[src/hw/rtl/lsfe_pkg.sv]
package lsfe_pkg;

  // Request opcodes
  localparam logic OP_LIGHT   = 1'b0;
  localparam logic OP_REFRESH = 1'b1;

  // Display modes; any other code runs the fade effect
  localparam logic [1:0] MODE_EFFECT = 2'd0;
  localparam logic [1:0] MODE_GREEN  = 2'd1;
  localparam logic [1:0] MODE_BLUE   = 2'd2;

  // Register indexes
  localparam logic [2:0] REG_DISPLAY_MODE = 3'd0;
  localparam logic [2:0] REG_RED_FULL     = 3'd1;
  localparam logic [2:0] REG_GREEN_FULL   = 3'd2;
  localparam logic [2:0] REG_BLUE_FULL    = 3'd3;
  localparam logic [2:0] REG_RED_FADE     = 3'd4;
  localparam logic [2:0] REG_GREEN_FADE   = 3'd5;
  localparam logic [2:0] REG_BLUE_FADE    = 3'd6;

  localparam logic [7:0] LEVEL_MAX = 8'hff;
  localparam logic [7:0] LEVEL_OFF = 8'h00;

  typedef struct packed {
    logic       opcode;
    logic [5:0] led_index;
  } in_req_t;

  typedef struct packed {
    logic [7:0] green_level;
    logic [7:0] red_level;
    logic [7:0] blue_level;
    logic       last_led;
  } out_rsp_t;

  // Stored entry layout
  typedef struct packed {
    logic [7:0] red;
    logic [7:0] green;
    logic [7:0] blue;
  } color_t;

  // Drop a channel to zero at or below step+1, else subtract the step
  function automatic logic [7:0] fade_level(input logic [7:0] level, input logic [7:0] step);
    logic [8:0] limit;
    limit = {1'b0, step} + 9'd1;
    if (level == LEVEL_OFF) begin
      fade_level = LEVEL_OFF;
    end else if ({1'b0, level} <= limit) begin
      fade_level = LEVEL_OFF;
    end else begin
      fade_level = level - step;
    end
  endfunction

endpackage

[src/hw/rtl/led_strip_fade_frame_engine_core.sv]
// LED strip fade frame engine.
// Input channel (in_valid/in_ready/in_data): a light request writes the
// configured full color into one LED entry and returns nothing; an index at
// or beyond LED_COUNT is dropped. A refresh request streams
// LED_COUNT GRB results on out_valid/out_ready/out_data, LED 0 first, with
// last_led on the final one. The refresh is registered, then each entry is
// read into the memory read register and moved on into the output register;
// results follow one per cycle while the receiver does not stall. The rate
// is set by the single read port of the color memory: one entry per cycle.
// In effect mode each read entry is faded and written back through the
// write port in the cycle its result enters the output register.
// in_ready is low while a refresh still has entries to read or one pending;
// a new request is taken while the last result waits in the output register.
// When the receiver stalls, the read pipeline holds and nothing is lost.
// Reset (rst_n low, synchronous) clears the per-entry valid bits, so every
// LED reads as off, and loads the register defaults. Configuration writes
// (cfg_we/cfg_index/cfg_wdata) take effect at once and have no read-back.
module led_strip_fade_frame_engine_core
  import lsfe_pkg::*;
#(
  parameter int LED_COUNT = 64
) (
  input  logic     clk,
  input  logic     rst_n,
  input  logic     in_valid,
  output logic     in_ready,
  input  in_req_t  in_data,
  output logic     out_valid,
  input  logic     out_ready,
  output out_rsp_t out_data,
  input  logic     cfg_we,
  input  logic [2:0] cfg_index,
  input  logic [7:0] cfg_wdata
);

  localparam int ADDR_W = (LED_COUNT > 1) ? $clog2(LED_COUNT) : 1;
  localparam logic [ADDR_W-1:0] LAST_IDX = ADDR_W'(LED_COUNT - 1);

  // Configuration registers
  logic [1:0] mode_r;
  logic [7:0] red_full_r, green_full_r, blue_full_r;
  logic [7:0] red_fade_r, green_fade_r, blue_fade_r;

  // Refresh pipeline control
  logic                 issue_busy_r;
  logic [ADDR_W-1:0]    rd_idx_r;
  logic                 rd_pend_r;
  logic                 rd_last_r;
  logic                 rd_vld_r;
  logic [ADDR_W-1:0]    wb_idx_r;
  logic [LED_COUNT-1:0] valid_r;
  logic                 out_valid_r;
  out_rsp_t             out_data_r;

  logic              in_accept;
  logic              light_ok;
  logic              move;
  logic              issue;
  logic              effect;
  logic              ram_we;
  logic [ADDR_W-1:0] ram_waddr;
  color_t            ram_wdata;
  color_t            ram_rdata;
  color_t            entry;
  color_t            faded;
  out_rsp_t          out_nxt;

  // Color store
  lsfe_ram #(
    .WIDTH($bits(color_t)),
    .DEPTH(LED_COUNT)
  ) u_store (
    .clk  (clk),
    .we   (ram_we),
    .waddr(ram_waddr),
    .wdata(ram_wdata),
    .re   (issue),
    .raddr(rd_idx_r),
    .rdata(ram_rdata)
  );

  // Handshake and pipeline advance
  assign in_ready  = !issue_busy_r && !rd_pend_r;
  assign in_accept = in_valid && in_ready;
  assign light_ok  = in_accept && (in_data.opcode == OP_LIGHT)
                     && ({1'b0, in_data.led_index} < 7'(LED_COUNT));
  assign move      = rd_pend_r && (!out_valid_r || out_ready);
  assign issue     = issue_busy_r && (!rd_pend_r || move);
  assign effect    = (mode_r != MODE_GREEN) && (mode_r != MODE_BLUE);

  // Entry that was never written reads as off
  assign entry = rd_vld_r ? ram_rdata : '0;

  always_comb begin
    faded.red   = fade_level(entry.red, red_fade_r);
    faded.green = fade_level(entry.green, green_fade_r);
    faded.blue  = fade_level(entry.blue, blue_fade_r);
  end

  // Write port: light request or fade write-back; the two never overlap,
  // and the write-back address always trails the read address
  always_comb begin
    ram_we    = light_ok || (move && effect);
    ram_waddr = wb_idx_r;
    ram_wdata = faded;
    if (light_ok) begin
      ram_waddr = in_data.led_index[ADDR_W-1:0];
      ram_wdata = '{red: red_full_r, green: green_full_r, blue: blue_full_r};
    end
  end

  // Build the result from the pending entry
  always_comb begin
    out_nxt.last_led = rd_last_r;
    case (mode_r)
      MODE_GREEN: begin
        out_nxt.green_level = LEVEL_MAX;
        out_nxt.red_level   = LEVEL_OFF;
        out_nxt.blue_level  = LEVEL_OFF;
      end
      MODE_BLUE: begin
        out_nxt.green_level = LEVEL_OFF;
        out_nxt.red_level   = LEVEL_OFF;
        out_nxt.blue_level  = LEVEL_MAX;
      end
      default: begin
        out_nxt.green_level = entry.green;
        out_nxt.red_level   = entry.red;
        out_nxt.blue_level  = entry.blue;
      end
    endcase
  end

  // Configuration writes
  always_ff @(posedge clk) begin
    if (!rst_n) begin
      mode_r       <= MODE_EFFECT;
      red_full_r   <= LEVEL_MAX;
      green_full_r <= LEVEL_MAX;
      blue_full_r  <= LEVEL_MAX;
      red_fade_r   <= 8'd16;
      green_fade_r <= 8'd16;
      blue_fade_r  <= 8'd16;
    end else if (cfg_we) begin
      case (cfg_index)
        REG_DISPLAY_MODE: mode_r       <= cfg_wdata[1:0];
        REG_RED_FULL:     red_full_r   <= cfg_wdata;
        REG_GREEN_FULL:   green_full_r <= cfg_wdata;
        REG_BLUE_FULL:    blue_full_r  <= cfg_wdata;
        REG_RED_FADE:     red_fade_r   <= cfg_wdata;
        REG_GREEN_FADE:   green_fade_r <= cfg_wdata;
        REG_BLUE_FADE:    blue_fade_r  <= cfg_wdata;
        default: ;
      endcase
    end
  end

  // Mark entries valid once written
  always_ff @(posedge clk) begin
    if (!rst_n) begin
      valid_r <= '0;
    end else if (ram_we) begin
      valid_r[ram_waddr] <= 1'b1;
    end
  end

  // Read sequencer
  always_ff @(posedge clk) begin
    if (!rst_n) begin
      issue_busy_r <= 1'b0;
      rd_idx_r     <= '0;
      rd_pend_r    <= 1'b0;
    end else begin
      if (in_accept && (in_data.opcode == OP_REFRESH)) begin
        issue_busy_r <= 1'b1;
        rd_idx_r     <= '0;
      end
      if (issue) begin
        rd_idx_r  <= rd_idx_r + ADDR_W'(1);
        rd_pend_r <= 1'b1;
        if (rd_idx_r == LAST_IDX) begin
          issue_busy_r <= 1'b0;
        end
      end else if (move) begin
        rd_pend_r <= 1'b0;
      end
    end
  end

  // Track the entry sitting in the read register
  always_ff @(posedge clk) begin
    if (issue) begin
      wb_idx_r  <= rd_idx_r;
      rd_last_r <= (rd_idx_r == LAST_IDX);
      rd_vld_r  <= valid_r[rd_idx_r];
    end
  end

  // Output register
  always_ff @(posedge clk) begin
    if (!rst_n) begin
      out_valid_r <= 1'b0;
    end else if (move) begin
      out_valid_r <= 1'b1;
    end else if (out_ready) begin
      out_valid_r <= 1'b0;
    end
  end

  always_ff @(posedge clk) begin
    if (move) begin
      out_data_r <= out_nxt;
    end
  end

  assign out_valid = out_valid_r;
  assign out_data  = out_data_r;

endmodule

[src/hw/rtl/lsfe_ram.sv]
module lsfe_ram #(
  parameter int WIDTH = 24,
  parameter int DEPTH = 64
) (
  input  logic                                   clk,
  input  logic                                   we,
  input  logic [(DEPTH > 1 ? $clog2(DEPTH) : 1)-1:0] waddr,
  input  logic [WIDTH-1:0]                       wdata,
  input  logic                                   re,
  input  logic [(DEPTH > 1 ? $clog2(DEPTH) : 1)-1:0] raddr,
  output logic [WIDTH-1:0]                       rdata
);

  logic [WIDTH-1:0] mem [DEPTH];
  logic [WIDTH-1:0] rdata_r;

  // Write port
  always_ff @(posedge clk) begin
    if (we) begin
      mem[waddr] <= wdata;
    end
  end

  // Registered read port; hold the last word while not reading
  always_ff @(posedge clk) begin
    if (re) begin
      rdata_r <= mem[raddr];
    end
  end

  assign rdata = rdata_r;

endmodule

[config.mk]
export PLATFORM = sky130hd
export DESIGN_NAME = led_strip_fade_frame_engine_core
export DESIGN_NICKNAME = d
export VERILOG_FILES = /design/src/hw/rtl/lsfe_pkg.sv /design/src/hw/rtl/led_strip_fade_frame_engine_core.sv /design/src/hw/rtl/lsfe_ram.sv
export SDC_FILE = /design/constraint.sdc
export NUM_CORES = 2
export LEC_CHECK = 0
export BUFFER_PORTS_ARGS = -buffer_cell sky130_fd_sc_hd__buf_2
export CAP_MARGIN = 15
export CORE_MARGIN = 3
export CORE_UTILIZATION = 35
export CTS_CLUSTER_DIAMETER = 100
export DETAILED_ROUTE_END_ITERATION = 7
export GPL_ROUTABILITY_DRIVEN = 0
export GPL_TIMING_DRIVEN = 0
export HOLD_SLACK_MARGIN = 0.05
export SLEW_MARGIN = 20
export SYNTH_ARGS = -nofsm -noshare
export SYNTH_HDL_FRONTEND = slang
export SYNTH_SLANG_ARGS = --single-unit
[constraint.sdc]
create_clock -name clk -period 5.84 [get_ports clk]
set_input_delay 1.168 -clock clk [delete_from_list [all_inputs] [get_ports clk]]
set_output_delay 1.168 -clock clk [all_outputs]
set_load 0.02 [all_outputs]
==> out/qor.json <==
{
  "run_status": {
    "run_status": "finished, final reports clean"
  },
  "floorplanning": {
    "die-height_um": 446,
    "floorplan.die_area_um2": 199000,
    "initial_standard_cell_utilization_of_the_core": 0.354,
    "core_area_um2": 191000,
    "io_pins": 50,
    "die_w_um": 446,
    "std_cell_rows": 160
  },
  "route": {
    "met2RoutedLength_um": 87300,
    "drt-total-wl_um": 185000,
    "via_count": 35800,
    "route.detailed.wl_per_inst_um": 28.6,
    "met3_length_um": 14500,
    "route.layer.met1.wl_um": 77000,
    "drtAntennaViolNets": 0,
    "avgViaCountPerCell": 5.53,
    "remaining_drc_errors": 0,
    "top_layer": "met4",
    "first_pass_iters": 5,
    "drtIter0Drc": 4128
  },
  "synthesis": {
    "synth_nets": 3582,
    "synth_top_family_by_area": "multiplexers",
    "synth.avg_cell_area_um2": 19.3,
    "muxShareOfSynthArea": 0.134,
    "postSynthCellCount": 3505,
    "synth_async_sr_flop_share": 0,
    "yosysWarningCount": 0,
    "synth_area_in_adders": 0.0103,
    "synth_top_flop_cell": "edfxtp_1",
    "syn_area_um2": 67700,
    "seq_total_area_yosys": 0.743,
    "number_of_register_bits_inferred_by_synthesis": 1716,
    "synth-simple-area-share": 0.0392,
    "count_of_cell_types_in_the_netlist": 77,
    "synth_enable_flop_cells": 1593,
    "synth_compound_gate_area_share": 0.0519,
    "synthXorXnorAreaFrac": 0.00466
  },
  "power_and_ir_drop": {
    "total_leakage_power_nw": 24.5,
    "combinational_power_share": 0.060,
    "power_w": 0.0259,
    "power_density_nw_per_um2": 327,
    "switchingPower_w": 0.00568,
    "power.sequential.fraction": 0.531,
    "peakVddDrop_uv": 309,
    "power.share.clock": 0.409,
    "p_sw_frac": 0.220,
    "power.internal_w": 0.0202
  },
  "grt": {
    "groute.usage.overall": 0.185,
    "grt.overflow.total": 0,
    "grt_start_max_net_pins": 65,
    "antenna_found_initial": 6,
    "grt_pass1_wl_um": 264000,
    "vias_in_the_first_global_route": 36200
  },
  "placement": {
    "place_ws_ns": 1.37,
    "detailedPlacementHpwl_um": 125000,
    "dp.cells": 6158,
    "placement.io_buffers": 46
  },
  "sta": {
    "worst-slew-pin-transition_ns": 1.24,
    "finClkSkew_ns": 0.0419,
    "hold_viol": 0,
    "period_needed_ns": 4.62,
    "final.setup.worst_slack_ns": 1.22,
    "max-slew-margin-rel": 0.173,
    "grt_setup_unrepaired": "false",
    "setup_violations": 0,
    "timing_max_transition_violations_final": 0,
    "final_cycle_share": 0.792,
    "max_clock_freq_mhz": 216
  },
  "worst_hold_path": {
    "min-delay-start": "rd_last_r",
    "holdPathEnd": "out_data[0]",
    "min_path_cells": 0,
    "hold_class": "flip-flop to flip-flop"
  },
  "layout": {
    "final-seq-area_um2": 50300,
    "filler_cell_count": 16700,
    "finalNetCount": 3894,
    "drive_gt1_frac": 0.240,
    "area_delta_synth_final_pct": 16.7,
    "finalNonFillerCells": 6469,
    "total_area_of_multi_input_combinational_cells_um2": 17000
  },
  "setup_path": {
    "critical_path_class": "flip-flop to flip-flop",
    "worst_setup_path_end_kind": "flip-flop",
    "critical_path.startpoint_type": "flip-flop",
    "cp_max_fo": 36,
    "start_of_the_worst_register_to_register_path": "rd_vld_r",
    "reg2reg_depth": 11,
    "regToRegSetupSlack_ns": 1.22,
    "worst_ep_required_time_ns": 6.46,
    "crit-reg2reg-capture": "u_store.mem[16][23]",
    "cp_data_arrival_time_ns": 5.24
  },
  "clocking": {
    "tritoncts.num_buffers": 168,
    "tritoncts": "done",
    "clock_latency_ns": 0.82,
    "clock_pin_transition_on_the_worst_setup_and_hold_timing_paths_ns": 0.06,
    "h-tree-depth": 4,
    "cts_buffer_depth": 3,
    "cts_post_setup_buffers_inserted": 0,
    "cts.hold.buffers_added": 0,
    "cts_resized": 0,
    "clk_root_buffer_cell": "clkbuf_16",
    "cts.sink_count": 1716
  },
  "run": {
    "drv.max_cap_violation_count": 0
  }
}
-- per-stage QoR --
step,utilization,instance area [µm²],hold WS [ns],TNS [ns]
detailed placement,0.385,73700,0.420,0
CTS,0.413,79000,0.426,0
global route,0.413,79000,0.436,0
floorplan,-,67700,0.400,0
finish,0.413,79000,0.434,0
global placement,0.372,71100,0.404,-381.37
-- cell families (layout without fill, tap and decap cells) --
family | Yosys count | in the layout
DFF | 1716 | 1716
muxes | 450 | 450
and+or+nand+nor | 535 | 535
other | 0 | 1
AOI/OAI and AO/OA | 479 | 479
adders and majority gates | 54 | 54
buffers and inverters | 235 | 687
xor gates and xnor gates | 36 | 36
-- per-layer routing --
layer,GRT usage,vias up
met4,0.0636,0
met1,0.251,19100
met3,0.0428,263
met2,0.292,1374
li1,-,15100
met5,0,-
-- power by group through the flow --
stage / sequential [W] / clock, W / combinational, W
after floorplan: 0.0140 / 0 / 0.000817
after global placement: 0.0141 / 0 / 0.00136
after global routing: 0.0137 / 0.0112 / 0.00164
after detailed placement: 0.0140 / 0 / 0.00155
final: 0.0137 / 0.0106 / 0.00154
after CTS: 0.0137 / 0.0108 / 0.00155
-- flip-flops by register name, summed over array words and instances (netlist names) --
name,cells
u_store.rdata,24
green_fade_r,8
rd_idx_r,6
blue_full_r,8
green_full_r,8
red_full_r,8
out_valid,1
blue_fade_r,8
rd_vld_r,1
red_fade_r,8
valid_r,64
rd_last_r,1
issue_busy_r,1
mode_r,2
rd_pend_r,1
u_store.mem,1536
out_data,25
wb_idx_r,6
-- worst max-delay path, cell delays in order (launching register included) --
cell and delay (ns):
edfxtp_1 0.33, clkbuf_1 0.44, clkbuf_1 0.35, clkbuf_1 0.38
and2_1 0.30, ha_1 0.26, and3_1 0.20, nand3_1 0.15
nand4_1 0.23, a311oi_2 0.80, a22o_2 0.72, buf_12 0.28
-- cell usage in the layout, fill, tap and decap left out, types with 43 or more instances in the layout --
cell,count
nand2_1,155
nand3_1,80
buf_2,100
mux4_2,362
ha_1,51
edfxtp_1,1593
clkbuf_16,174
o21a_1,43
dfxtp_1,123
a22oi_1,133
clkbuf_1,126
mux2i_1,80
buf_12,55
clkinv_1,46
a21oi_1,57
nor2_4,58
-- synth_stat cells, types with 34 or more instances --
master / number / area share
a21oi_1: 57 / 0.0042
a22o_1: 35 / 0.0045
a22oi_1: 133 / 0.015
buf_2: 54 / 0.0040
clkbuf_1: 89 / 0.0049
dfxtp_1: 123 / 0.036
edfxtp_1: 1593 / 0.71
ha_1: 51 / 0.0094
inv_1: 41 / 0.0023
mux2i_1: 80 / 0.012
mux4_2: 362 / 0.12
nand2_1: 155 / 0.0086
nand3_1: 80 / 0.0059
nor2_1: 96 / 0.0053
nor3_1: 34 / 0.0025
o21a_1: 43 / 0.0048
o22ai_1: 37 / 0.0034
-- layout make-up --
class                      instances  area share
antenna                            1   0.0000317
buffer                           194      0.0127
clock buffer                     211      0.0568
clock inverter                    99      0.0104
inverter                          41     0.00195
multi-input combinational       1554       0.215
sequential                      1716       0.636
tap                             2511      0.0398
timing repair buffer             142      0.0274
-- worst max-delay path by stage --
stage                          endpoint  cells after the start  startpoint
finish              u_store.mem[16][23]                     11    rd_vld_r
floorplan            u_store.mem[38][0]                      5  in_data[6]
global placement    u_store.mem[12][14]                      6  in_data[6]
global route        u_store.mem[29][23]                     11    rd_vld_r
detailed placement  u_store.mem[33][16]                      8  in_data[6]
CTS                 u_store.mem[29][23]                     11    rd_vld_r
(Power assumes the default switching activity.)
